===== src/rtl/y2rgb_pkg.sv =====
// Package with constants, types and helpers for the YUY2 pair to RGB converter.
package y2rgb_pkg;

  // Widths of the data path.
  localparam int unsigned BYTE_W  = 8;
  localparam int unsigned LUMA_W  = 24;  // luma scaled to bits 23..0
  localparam int unsigned CHROMA_W = 9;  // signed chroma, -128..127
  localparam int unsigned COEF_W  = 18;  // signed coefficient width
  localparam int unsigned SUM_W   = 27;  // signed products and sums

  // Fixed-point conversion constants, 16 fractional bits.
  localparam logic [CHROMA_W-1:0]      CHROMA_MID = 9'd128;
  localparam logic signed [COEF_W-1:0] COEF_G_CB  = 18'sd22554;
  localparam logic signed [COEF_W-1:0] COEF_G_CR  = 18'sd46802;
  localparam logic signed [COEF_W-1:0] COEF_B_CB  = 18'sd116130;
  localparam logic signed [COEF_W-1:0] COEF_R_CR  = 18'sd91881;

  typedef logic signed [SUM_W-1:0] sum_t;

  // Scale a luma byte by 0x10101, which replicates it into three bytes.
  function automatic logic [LUMA_W-1:0] scale_luma(input logic [BYTE_W-1:0] y);
    return {y, y, y};
  endfunction

  // Make an offset-binary chroma byte signed around zero.
  function automatic logic signed [CHROMA_W-1:0] center_chroma(
    input logic [BYTE_W-1:0] c
  );
    return $signed({1'b0, c} - CHROMA_MID);
  endfunction

  // Clamp a sum to one byte: negative gives 0, 2^24 or more gives 255.
  function automatic logic [BYTE_W-1:0] clamp_channel(input sum_t s);
    logic [BYTE_W-1:0] res;
    if (s[SUM_W-1]) begin
      res = '0;
    end else if (s[SUM_W-2:LUMA_W] != '0) begin
      res = '1;
    end else begin
      res = s[LUMA_W-1:LUMA_W-BYTE_W];
    end
    return res;
  endfunction

endpackage


===== src/rtl/yuyv_pair_to_rgb.sv =====
// An accepted input transaction reaches out_tdata after passing each of the stages listed below.
// Throughput: one pixel pair per cycle; the four stages advance together when the
// output register is empty or out_tready is high, so a stall holds every stage.
// Stages: input register, constant multipliers, channel sums, clamp into output.
// Reset: rst_n is synchronous and active low; it clears all stage valid bits.
module yuyv_pair_to_rgb
  import y2rgb_pkg::*;
(
  input  logic        clk,
  input  logic        rst_n,
  // Input: luma_first [7:0], chroma_blue [15:8], luma_second [23:16],
  // chroma_red [31:24].
  input  logic        in_tvalid,
  output logic        in_tready,
  input  logic [31:0] in_tdata,
  // Output: red_first [7:0], green_first [15:8], blue_first [23:16],
  // red_second [31:24], green_second [39:32], blue_second [47:40].
  output logic        out_tvalid,
  input  logic        out_tready,
  output logic [47:0] out_tdata
);

  // Pipeline advance enable shared by every stage.
  logic adv;
  assign adv       = !out_tvalid || out_tready;
  assign in_tready = adv;

  // Valid bits of the four stages.
  logic s1_vld_r, s2_vld_r, s3_vld_r, s4_vld_r;

  always_ff @(posedge clk) begin
    if (!rst_n) begin
      s1_vld_r <= 1'b0;
      s2_vld_r <= 1'b0;
      s3_vld_r <= 1'b0;
      s4_vld_r <= 1'b0;
    end else if (adv) begin
      s1_vld_r <= in_tvalid;
      s2_vld_r <= s1_vld_r;
      s3_vld_r <= s2_vld_r;
      s4_vld_r <= s3_vld_r;
    end
  end

  // Stage 1: register the scaled lumas and the centered chroma.
  logic [LUMA_W-1:0]          y0_s1_r, y1_s1_r;
  logic signed [CHROMA_W-1:0] cb_s1_r, cr_s1_r;

  always_ff @(posedge clk) begin
    if (adv) begin
      y0_s1_r <= scale_luma(in_tdata[7:0]);
      cb_s1_r <= center_chroma(in_tdata[15:8]);
      y1_s1_r <= scale_luma(in_tdata[23:16]);
      cr_s1_r <= center_chroma(in_tdata[31:24]);
    end
  end

  // Stage 2: one constant multiplier per chroma term.
  logic [LUMA_W-1:0] y0_s2_r, y1_s2_r;
  sum_t r_off_s2_r, b_off_s2_r, g_cb_s2_r, g_cr_s2_r;

  always_ff @(posedge clk) begin
    if (adv) begin
      y0_s2_r    <= y0_s1_r;
      y1_s2_r    <= y1_s1_r;
      r_off_s2_r <= cr_s1_r * COEF_R_CR;
      b_off_s2_r <= cb_s1_r * COEF_B_CB;
      g_cb_s2_r  <= cb_s1_r * COEF_G_CB;
      g_cr_s2_r  <= cr_s1_r * COEF_G_CR;
    end
  end

  // Stage 3: the six channel sums.
  sum_t y0_ext, y1_ext;
  assign y0_ext = $signed({{(SUM_W-LUMA_W){1'b0}}, y0_s2_r});
  assign y1_ext = $signed({{(SUM_W-LUMA_W){1'b0}}, y1_s2_r});

  sum_t r0_s3_r, g0_s3_r, b0_s3_r, r1_s3_r, g1_s3_r, b1_s3_r;

  always_ff @(posedge clk) begin
    if (adv) begin
      r0_s3_r <= y0_ext + r_off_s2_r;
      g0_s3_r <= y0_ext - g_cb_s2_r - g_cr_s2_r;
      b0_s3_r <= y0_ext + b_off_s2_r;
      r1_s3_r <= y1_ext + r_off_s2_r;
      g1_s3_r <= y1_ext - g_cb_s2_r - g_cr_s2_r;
      b1_s3_r <= y1_ext + b_off_s2_r;
    end
  end

  // Stage 4: clamp each channel into the output register.
  logic [47:0] out_data_r;

  always_ff @(posedge clk) begin
    if (adv) begin
      out_data_r <= {clamp_channel(b1_s3_r), clamp_channel(g1_s3_r),
                     clamp_channel(r1_s3_r), clamp_channel(b0_s3_r),
                     clamp_channel(g0_s3_r), clamp_channel(r0_s3_r)};
    end
  end

  assign out_tvalid = s4_vld_r;
  assign out_tdata  = out_data_r;

endmodule


===== config.mk =====
export PLATFORM = sky130hd
export DESIGN_NAME = yuyv_pair_to_rgb
export DESIGN_NICKNAME = d
export VERILOG_FILES = /design/src/rtl/y2rgb_pkg.sv /design/src/rtl/yuyv_pair_to_rgb.sv
export SDC_FILE = /design/constraint.sdc
export NUM_CORES = 1
export LEC_CHECK = 0
export ABC_CLOCK_PERIOD_IN_PS = 8500
export BUFFER_PORTS_ARGS = -buffer_cell sky130_fd_sc_hd__buf_2
export CAP_MARGIN = 40
export CORE_UTILIZATION = 58
export DETAILED_ROUTE_END_ITERATION = 10
export PLACE_DENSITY = 0.78
export REMOVE_ABC_BUFFERS = 1
export SYNTH_ARGS = -nofsm -noshare
export SYNTH_HDL_FRONTEND = slang
export SYNTH_SLANG_ARGS = --single-unit

===== constraint.sdc =====
create_clock -name clk -period 8.5 [get_ports clk]
set_input_delay 0.425 -clock clk [delete_from_list [all_inputs] [get_ports clk]]
set_output_delay 0.425 -clock clk [all_outputs]
set_load 0.05 [all_outputs]

==> qor.yml, run 1 <==
synth_ff_type: "edfxtp_1"
synth_seq_cells: 259
wirelength_mm: 48.8
die_y_um: 197
die_w_um: 197
finalSetupViolations: 0
vias_per_cell: 5.74
areaGrowthSynthToFinish_pct: 9.24
peakVddDrop_uv: 230
hpwl_mm: 38.9
yosys_warnings: 0
core_area_um2: 37600
status: "complete, no violations"
grt_first_pass_wirelength_mm: 80.3
cap_violations: 0
busiest_layer: "met2"
use_met2_pct: 43.3
hp-class: "in2reg"
root_buffer: "clkbuf_16"
cts_buffers: 29
worstPathRequired_ns: 8.80
rows: 71
syn_avg_cell_area_um2: 11.3
grt_use_met3_pct: 3.18
drc: 0
rsz0062_at_grt: "false"
synth.distinct_cells: 77
syn_area_um2: 22100
drive_gt1_share_pct: 8.41
fin_util_pct: 64.3
p_total_mw: 9.70
globalplace.congestion: 0.917
fin_crit_ns: 5.22
cts.sinks: 259
diodes: 0
critPathLaunchType: "flop"
r2r_cells: 18
final.period_utilization_pct: 61.4
cts_tree: "built"
place_inst: 2538
crit_type: "reg2reg"
tns_ns: 0
worst_pin_slew_ns: 0.866
crit_arrival_ns: 5.52
hold_ws_ns: 0.0238
portBuffers: 85
grt_antenna_before_repair: 0
drt-initial-drc-count: 942
grt_pass1_vias: 15500
layout_setup_ws_ns: 3.28
p_per_area_nw_per_um2: 401
leakage_nw: 11.3
grt_max_degree: 69
overflow: 0
die_area_um2: 38900
cts_max_level: 1
clk_latency_ns: 0.57
routedWlPerCell_um: 18.8
grt_use_total_pct: 26.3
dpl_cell_area_um2: 23200
cp_max_fo: 15
cts_max_path_buffers: 3
via_count: 14900
start_util_pct: 58.8
fmax_mhz: 192
whs_path_depth: 1
synth_edf_count: 255
ant_nets: 0
dr.pass1.iters: 6
layoutNonFillerInstCount: 2592
hold_violations: 0
synth_cells: 1951
clock_skew_ns: 0.0249
endpoint_kind: "flop"
nNetsFinal: 2642
async_reset_ff_share_pct: 0
design_area_um2: 24200
io_pins: 86
cts.clk_slew.worst_paths_ns: 0.07
dp_worst_setup_slack_ns: 3.34
seq_area_frac_synth_pct: 35.0
gr-usage-met1_pct: 36.5
maxSlewViolCount: 0
slew_headroom_pct: 42.2
## cell usage after synthesis, types with 13 or more instances
cell	instances	area (µm²)
a211oi_1	16	120
a21o_1	56	420
a21oi_1	92	460
a31oi_1	14	87.6
edfxtp_1	255	7660
fa_1	148	2960
ha_1	399	4990
inv_1	247	927
nand2_1	58	218
nand2b_1	15	93.8
nand3_1	29	145
nand4_1	18	113
nor2_1	169	634
nor2b_1	21	131
nor3_1	38	190
o211ai_1	15	113
o21a_1	16	120
o21ai_0	42	210
o21ai_1	14	70.1
o21bai_1	13	97.6
xnor2_1	82	718
xor2_1	36	315
## path summary, 6_finish.rpt
| path | to | from | slack (ns) |
|---|---|---|---|
| max reg2reg | r_off_s2_r[24] | cr_s1_r[6] | 3.28 |
| min | cb_s1_r[4] | in_tdata[12] | 0.02 |
| max | r_off_s2_r[24] | cr_s1_r[6] | 3.28 |
| min reg2reg | y0_s2_r[20] | y0_s1_r[20] | 0.41 |
## kinds of logic (layout without fill, tap and decap cells)
logic type / Yosys count / count (layout) / share of synthesized area [%]
adders and majority gates: 547 / 547 / 36.0
and+or+nand+nor: 410 / 410 / 8.87
AOI/OAI and AO/OA: 346 / 346 / 10.8
buffers and inverters: 267 / 397 / 4.53
DFF: 259 / 259 / 35.0
xor gates and xnor gates: 118 / 118 / 4.67
muxes: 4 / 4 / 0.181
## timing repair
item,in CTS,in global routing
gates resized for setup,0,0
hold buffers,1,0
setup buffers,0,0
endpoints found under the hold margin,1,0
## final cells by class
type / instances / area (µm²)
clock buffers: 31 / 733
clock inverters: 22 / 188
fillers: 2935 / 13400
inverters: 249 / 935
multi-input cells: 1425 / 13400
flip-flops and latches: 259 / 7740
well taps: 511 / 639
repair buffers: 95 / 543
## critical path, stage by stage (launching register included)
cell and delay [ns]:
edfxtp_1 0.84, inv_1 0.11, ha_1 0.31, inv_1 0.18, ha_1 0.24, inv_1 0.08, fa_1 0.48, inv_1 0.05
fa_1 0.43, ha_1 0.29, ha_1 0.35, a21oi_1 0.17, nor2b_1 0.07, a211oi_2 0.32, a211oi_2 0.15, o21bai_1 0.29
a31oi_1 0.18, nor4b_1 0.33, a2111oi_1 0.09
## cell usage in the layout, fill, tap and decap left out, types with 14 or more instances in the layout
master,Yosys,routed
o211ai_1,15,15
clkbuf_16,0,29
buf_2,0,85
a21oi_1,92,92
nor2_1,169,169
inv_1,247,247
xor2_1,36,36
a211oi_1,16,16
nand2b_1,15,14
xnor2_1,82,82
fa_1,148,148
o21ai_1,14,14
nand3_1,29,29
ha_1,399,399
a21o_1,56,56
nand2_1,58,58
o21ai_0,42,42
nand4_1,18,18
o21a_1,16,16
a31oi_1,14,14
edfxtp_1,255,255
nor2b_1,21,21
nor3_1,38,38
## sequential cells by signal, indices dropped and copies added, names as in the netlist, 11 cells and up
signal and cells:
b0_s3_r 11, b1_s3_r 11, b_off_s2_r 24, g0_s3_r 11, g1_s3_r 11, g_cb_s2_r 24
g_cr_s2_r 18, out_tdata 48, r0_s3_r 11, r1_s3_r 11, r_off_s2_r 27
## power breakdown
part / leakage [nW] / internal (mW) / switching, mW
Combinational: 8.16 / 2.39 / 3.56
Sequential: 2.74 / 2.24 / 0.292
Clock: 0.450 / 0.690 / 0.522
Total: 11.3 / 5.32 / 4.37
## routing by layer
| layer | vias to the layer above | part of all wire [%] |
|---|---|---|
| met5 | - | 0 |
| met4 | 0 | 2.8 |
| met3 | 101 | 6.3 |
| met2 | 424 | 46 |
| met1 | 7199 | 45 |
| li1 | 7158 | - |
(Power assumes the default switching activity.)
==> inputs of run 2 (changes only) <==
--- a/config.mk
+++ b/config.mk
@@ -5,7 +5,7 @@
 export SDC_FILE = /design/constraint.sdc
 export NUM_CORES = 1
 export LEC_CHECK = 0
-export ABC_CLOCK_PERIOD_IN_PS = 8500
+export ABC_CLOCK_PERIOD_IN_PS = 4700
 export BUFFER_PORTS_ARGS = -buffer_cell sky130_fd_sc_hd__buf_2
 export CAP_MARGIN = 40
 export CORE_UTILIZATION = 58
==> constraint.sdc (replaced) <==
create_clock -name clk -period 4.7 [get_ports clk]
set_input_delay 0.235 -clock clk [delete_from_list [all_inputs] [get_ports clk]]
set_output_delay 0.235 -clock clk [all_outputs]
set_load 0.05 [all_outputs]
==> run 2 against run 1 <==
- the flow now finishes with violations (setup timing)
- count of clock-buffer cells in the layout rose by 1
- maximum frequency rose by 8.3%
- sequential power rose by 79%
- critical path depth rose by 1
==> qor.yml, run 2 (synthesis results as in run 1) <==
portBuffers: 85
slew_headroom_pct: 42.4
critical_path.most_common_cell: "inv_2"
fin_util_pct: 69.2
largest_reg_flops: 48
path_cells: "buf_6, fa_1, ha_4, inv_2, fa_2, fa_2, inv_2, ha_4, inv_2, fa_2, inv_2, a21o_1, a211oi_4, a211oi_2, o21bai_2, buf_4, a31o_4, a21oi_2, xnor2_1"
hpwl_mm: 40.4
critPathLaunch: "cr_s1_r[0]"
maxSlewViolCount: 0
endpoint_kind: "flop"
core_area_um2: 37600
design_area_um2: 26000
cap_violations: 0
dr.pass1.iters: 5
cts_max_path_buffers: 3
dpl_cell_area_um2: 24000
final_common_cell: "ha_1"
worst_pin_slew_ns: 0.865
die_w_um: 197
final-seq-area_um2: 7740
place_inst: 2636
r2r_cells: 19
cts_tree: "built"
ant_nets: 0
p_per_area_nw_per_um2: 725
cts.sinks: 259
grt_max_degree: 101
clock_skew_ns: 0.0141
routedWlPerCell_um: 19.3
root_buffer: "clkbuf_16"
crit_arrival_ns: 5.14
cp_max_fo: 4
grt_first_pass_wirelength_mm: 83.3
hp-class: "in2reg"
cts_max_level: 1
leakage_nw: 12.1
diodes: 0
fin_crit_ns: 4.82
r2r_slack_ns: -0.12
fill_cells: 2666
cp-endpoint: "r_off_s2_r[26]"
layout_setup_ws_ns: -0.118
cp_slowest_cell: "fa_1"
die_area_um2: 38900
drc: 0
via_count: 15900
vias_per_cell: 5.76
globalplace.congestion: 0.910
reg2reg_to: "r_off_s2_r[26]"
layoutNonFillerInstCount: 2759
cp_slowest_stage_delay_ns: 0.59
cts.clk_slew.worst_paths_ns: 0.07
drt-initial-drc-count: 1115
status: "finished with violations"
worstPathRequired_ns: 5.02
wirelength_mm: 53.2
multi_input_area_um2: 13900
r2r_start: "cr_s1_r[0]"
cts_buffers: 28
start_util_pct: 58.8
drive_gt1_share_pct: 17.8
fmax_mhz: 208
hold_violations: 0
layout_common_cells: "ha_1, edfxtp_1, inv_1, nor2_1, buf_4"
clk_latency_ns: 0.57
hp-start: "out_tready"
rsz0062_at_grt: "true"
io_pins: 86
crit_type: "reg2reg"
overflow: 0
rows: 71
grt_use_total_pct: 27.4
violations: "setup timing"
grt_pass1_vias: 16400
finalSetupViolations: 7
areaGrowthSynthToFinish_pct: 17.7
critPathLaunchType: "flop"
grt_antenna_before_repair: 1
die_y_um: 197
peakVddDrop_uv: 435
final.period_utilization_pct: 103
nNetsFinal: 2813
-- run 2: changes by cell type in the layout (fill, tap and decap cells not counted), moves of 12 or more --
cell	before	now
buf_4	7	142
dlygate4sd3_1	1	34
ha_1	399	368
ha_4	0	19
ha_2	0	12
-- run 2: where the power goes --
part / internal, mW / switching (mW) / total [mW]
logic: 5.16 / 6.99 / 12.2
registers: 4.06 / 0.488 / 4.55
clock network: 1.23 / 0.937 / 2.17
-- run 2: critical path, delay by kind of cell, from the launching register on --
family          cells  cell delay [ns]
flops               1             0.46
compound gates      6             1.14
buf+inv             6             0.48
xor+xnor            1             0.09
fa+ha+maj           6             2.40
-- run 2: cell type report --
cell class	instances	share of cell area, %
multi-input combinational	1425	53.4
clock inverter	16	0.548
inverter	249	3.59
timing repair buffer	267	7.43
sequential	259	29.7
tap	511	2.46
clock buffer	32	2.83
-- run 2: routing by layer --
metal	vias up	track usage (%)	share of wire, %	wire length, µm
met5	-	0	0.034	18
met4	2	8.27	2.9	1560
met3	119	3.57	6.6	3530
met2	510	46.2	47	25200
met1	7755	36.9	43	22900
li1	7505	-	-	-
-- run 2: per-stage QoR --
step | hold slack (ns) | worst slack [ns] | total power, mW | TNS [ns]
after floorplan | 0.334 | -3.14 | 12.6 | -724.97
after global placement | 0.402 | -0.114 | 15.3 | -0.250
after detailed placement | 0.405 | -0.194 | 15.7 | -1.48
after CTS | 0.223 | -0.00893 | 18.1 | -0.0123
after global routing | 0.249 | -0.262 | 20.3 | -2.09
final | 0.230 | -0.118 | 18.9 | -0.419
-- run 2: repair_timing --
action                                  CTS  global route
endpoints found under the hold margin    36             0
hold buffers                             34             0
setup buffers                            10            33
gates resized for setup                  16            84
endpoints found under the setup margin   17            28
pin swaps                                24            60
-- run 2: worst min-delay path by stage --
stage | to | slack (ns) | cells after the start
after CTS | out_tvalid | 0.22 | 3
after global placement | y1_s2_r[19] | 0.40 | 0
after global routing | b1_s3_r[25] | 0.25 | 2
after detailed placement | y1_s2_r[17] | 0.40 | 0
final | out_tvalid | 0.23 | 3
after floorplan | cb_s1_r[0] | 0.33 | 0
==> inputs of run 3 (changes only) <==
--- a/config.mk
+++ b/config.mk
@@ -8,9 +8,11 @@
 export ABC_CLOCK_PERIOD_IN_PS = 4700
 export BUFFER_PORTS_ARGS = -buffer_cell sky130_fd_sc_hd__buf_2
 export CAP_MARGIN = 40
-export CORE_UTILIZATION = 58
+export CELL_PAD_IN_SITES_DETAIL_PLACEMENT = 0
+export CELL_PAD_IN_SITES_GLOBAL_PLACEMENT = 1
+export CORE_UTILIZATION = 47
 export DETAILED_ROUTE_END_ITERATION = 10
-export PLACE_DENSITY = 0.78
+export PLACE_DENSITY_LB_ADDON = 0.1
 export REMOVE_ABC_BUFFERS = 1
 export SYNTH_ARGS = -nofsm -noshare
 export SYNTH_HDL_FRONTEND = slang
==> run 3 against run 2 <==
- the run still ends with setup timing left
- cell area increased by 1.7%
- count of clock-buffer cells in the layout grew 5
- setup slack better by 0.077 ns
- first-iteration DRC count down 32%
- flip-flop and latch count unchanged
- utilization down 12 points
- non-clock buffer count is 5 higher
- cell count is 4.0% higher
- critical path type unchanged
- largest cell class unchanged
- highest routed layer is now met4
==> qor.yml, run 3 (synthesis results as in run 1) <==
worst_pin_slew_ns: 0.724
start_util_pct: 47.6
drc: 0
cp_max_fo: 4
portBuffers: 85
routedWlPerCell_um: 18.1
cp-endpoint: "r_off_s2_r[23]"
overflow: 0
status: "finished with violations"
cap_violations: 0
rsz0062_at_grt: "true"
final.period_utilization_pct: 101
hp-class: "in2reg"
io_pins: 86
r2r_start: "cr_s1_r[1]"
cts_max_level: 1
hp-start: "out_tready"
core_area_um2: 46500
layout_setup_ws_ns: -0.0412
grt_use_total_pct: 22.2
peakVddDrop_uv: 565
maxSlewViolCount: 0
fin_crit_ns: 4.74
slew_headroom_pct: 51.8
violations: "setup timing"
cts_buffers: 31
grt_max_degree: 119
die_area_um2: 47900
critPathLaunchType: "flop"
r2r_slack_ns: -0.04
drive_gt1_share_pct: 18.6
largest_reg_flops: 48
finalSetupViolations: 2
layout_common_cells: "ha_1, edfxtp_1, inv_1, nor2_1, buf_4"
hold_violations: 0
fmax_mhz: 211
vias_per_cell: 5.27
cts.clk_slew.worst_paths_ns: 0.06
crit_type: "reg2reg"
layoutNonFillerInstCount: 2868
die_y_um: 219
leakage_nw: 12.2
diodes: 0
root_buffer: "clkbuf_16"
cts.sinks: 259
grt_antenna_before_repair: 0
grt_pass1_vias: 15600
ant_nets: 0
reg2reg_to: "r_off_s2_r[23]"
hpwl_mm: 41.3
clock_skew_ns: 0.0233
critPathLaunch: "cr_s1_r[1]"
die_w_um: 219
cts_max_path_buffers: 3
dp_worst_setup_slack_ns: -0.222
drt-initial-drc-count: 762
final_common_cell: "ha_1"
via_count: 15100
crit_arrival_ns: 5.08
areaGrowthSynthToFinish_pct: 19.7
r2r_cells: 16
clk_latency_ns: 0.61
nNetsFinal: 2821
rows: 79
place_inst: 2744
dr.pass1.iters: 5
wirelength_mm: 51.8
worstPathRequired_ns: 5.04
endpoint_kind: "flop"
grt_first_pass_wirelength_mm: 82.9
p_per_area_nw_per_um2: 712
cts_tree: "built"
globalplace.congestion: 0.875
## run 3: changes by cell type in the layout (fill, tap and decap cells not counted), sizes merged
| cell | change |
|---|---|
| bufinv | +2 |
| clkinvlp | -2 |
| inv | +1 |
| clkinv | +2 |
| clkbuf | +5 |
| buf | +5 |
## run 3: worst max-delay path, cell delays in order, from the launching register on
cell and delay, ns:
edfxtp_1 0.48, buf_6 0.17, buf_4 0.12, buf_4 0.14, fa_2 0.33, fa_1 0.46, fa_1 0.50, fa_1 0.53
ha_4 0.32, o21ai_4 0.05, o21a_1 0.23, o21ai_2 0.22, a311oi_2 0.14, o31ai_2 0.31, nand3_1 0.15, and3_4 0.18
xnor2_2 0.13
## run 3: what timing repair did
item                       4_1_cts  5_1_grt
pin swaps                       32       76
setup endpoints to repair       17       25
resized for setup               25       99
gates cloned                     0        0
hold buffers                    34        0
hold endpoints to repair        36        0
setup buffers                   18       19
## run 3: worst min path at each step
stage                        endpoint  slack, ns  cells past startpoint
after floorplan            cb_s1_r[0]       0.33                      0
after global placement    y0_s2_r[19]       0.41                      0
after detailed placement  y1_s2_r[20]       0.41                      0
after CTS                  out_tvalid       0.22                      3
after global routing       out_tvalid       0.27                      3
final                      out_tvalid       0.26                      3
## run 3: area by class of cell
cell class / instances / area (µm²)
clock buffers: 37 / 798
clock inverters: 19 / 223
fillers: 3978 / 20000
inverters: 249 / 937
multi-input cells: 1425 / 14000
flip-flops and latches: 259 / 7740
well taps: 607 / 759
repair buffers: 272 / 1980
## run 3: stage by stage
step | cell area [µm²] | power (mW) | setup TNS (ns) | hold WS [ns] | util (%)
final | 26500 | 18.9 | -0.0511 | 0.256 | 57.0
after global routing | 26500 | 20.5 | -1.14 | 0.272 | 57.0
after CTS | 25800 | 18.3 | -0.115 | 0.219 | 55.5
after detailed placement | 24200 | 15.4 | -1.58 | 0.405 | 52.0
after global placement | 24200 | 15.3 | -0.665 | 0.405 | 52.0
after floorplan | 22000 | 12.6 | -724.97 | 0.334 | -
## run 3: metal layers
| layer | up-vias | share of wire [%] | track usage (%) |
|---|---|---|---|
| met1 | 7290 | 48 | 31.1 |
| met2 | 228 | 46 | 36.4 |
| li1 | 7528 | - | - |
| met3 | 69 | 3.5 | 2.91 |
| met4 | 0 | 2.3 | 5.25 |
| met5 | - | 0 | 0 |
## run 3: report_power, final
| part | leakage, nW | switching (mW) | internal (mW) |
|---|---|---|---|
| combinational | 9.01 | 6.66 | 5.26 |
| clock | 0.500 | 0.990 | 1.43 |
| sequential | 2.74 | 0.453 | 4.06 |
| total | 12.2 | 8.10 | 10.7 |
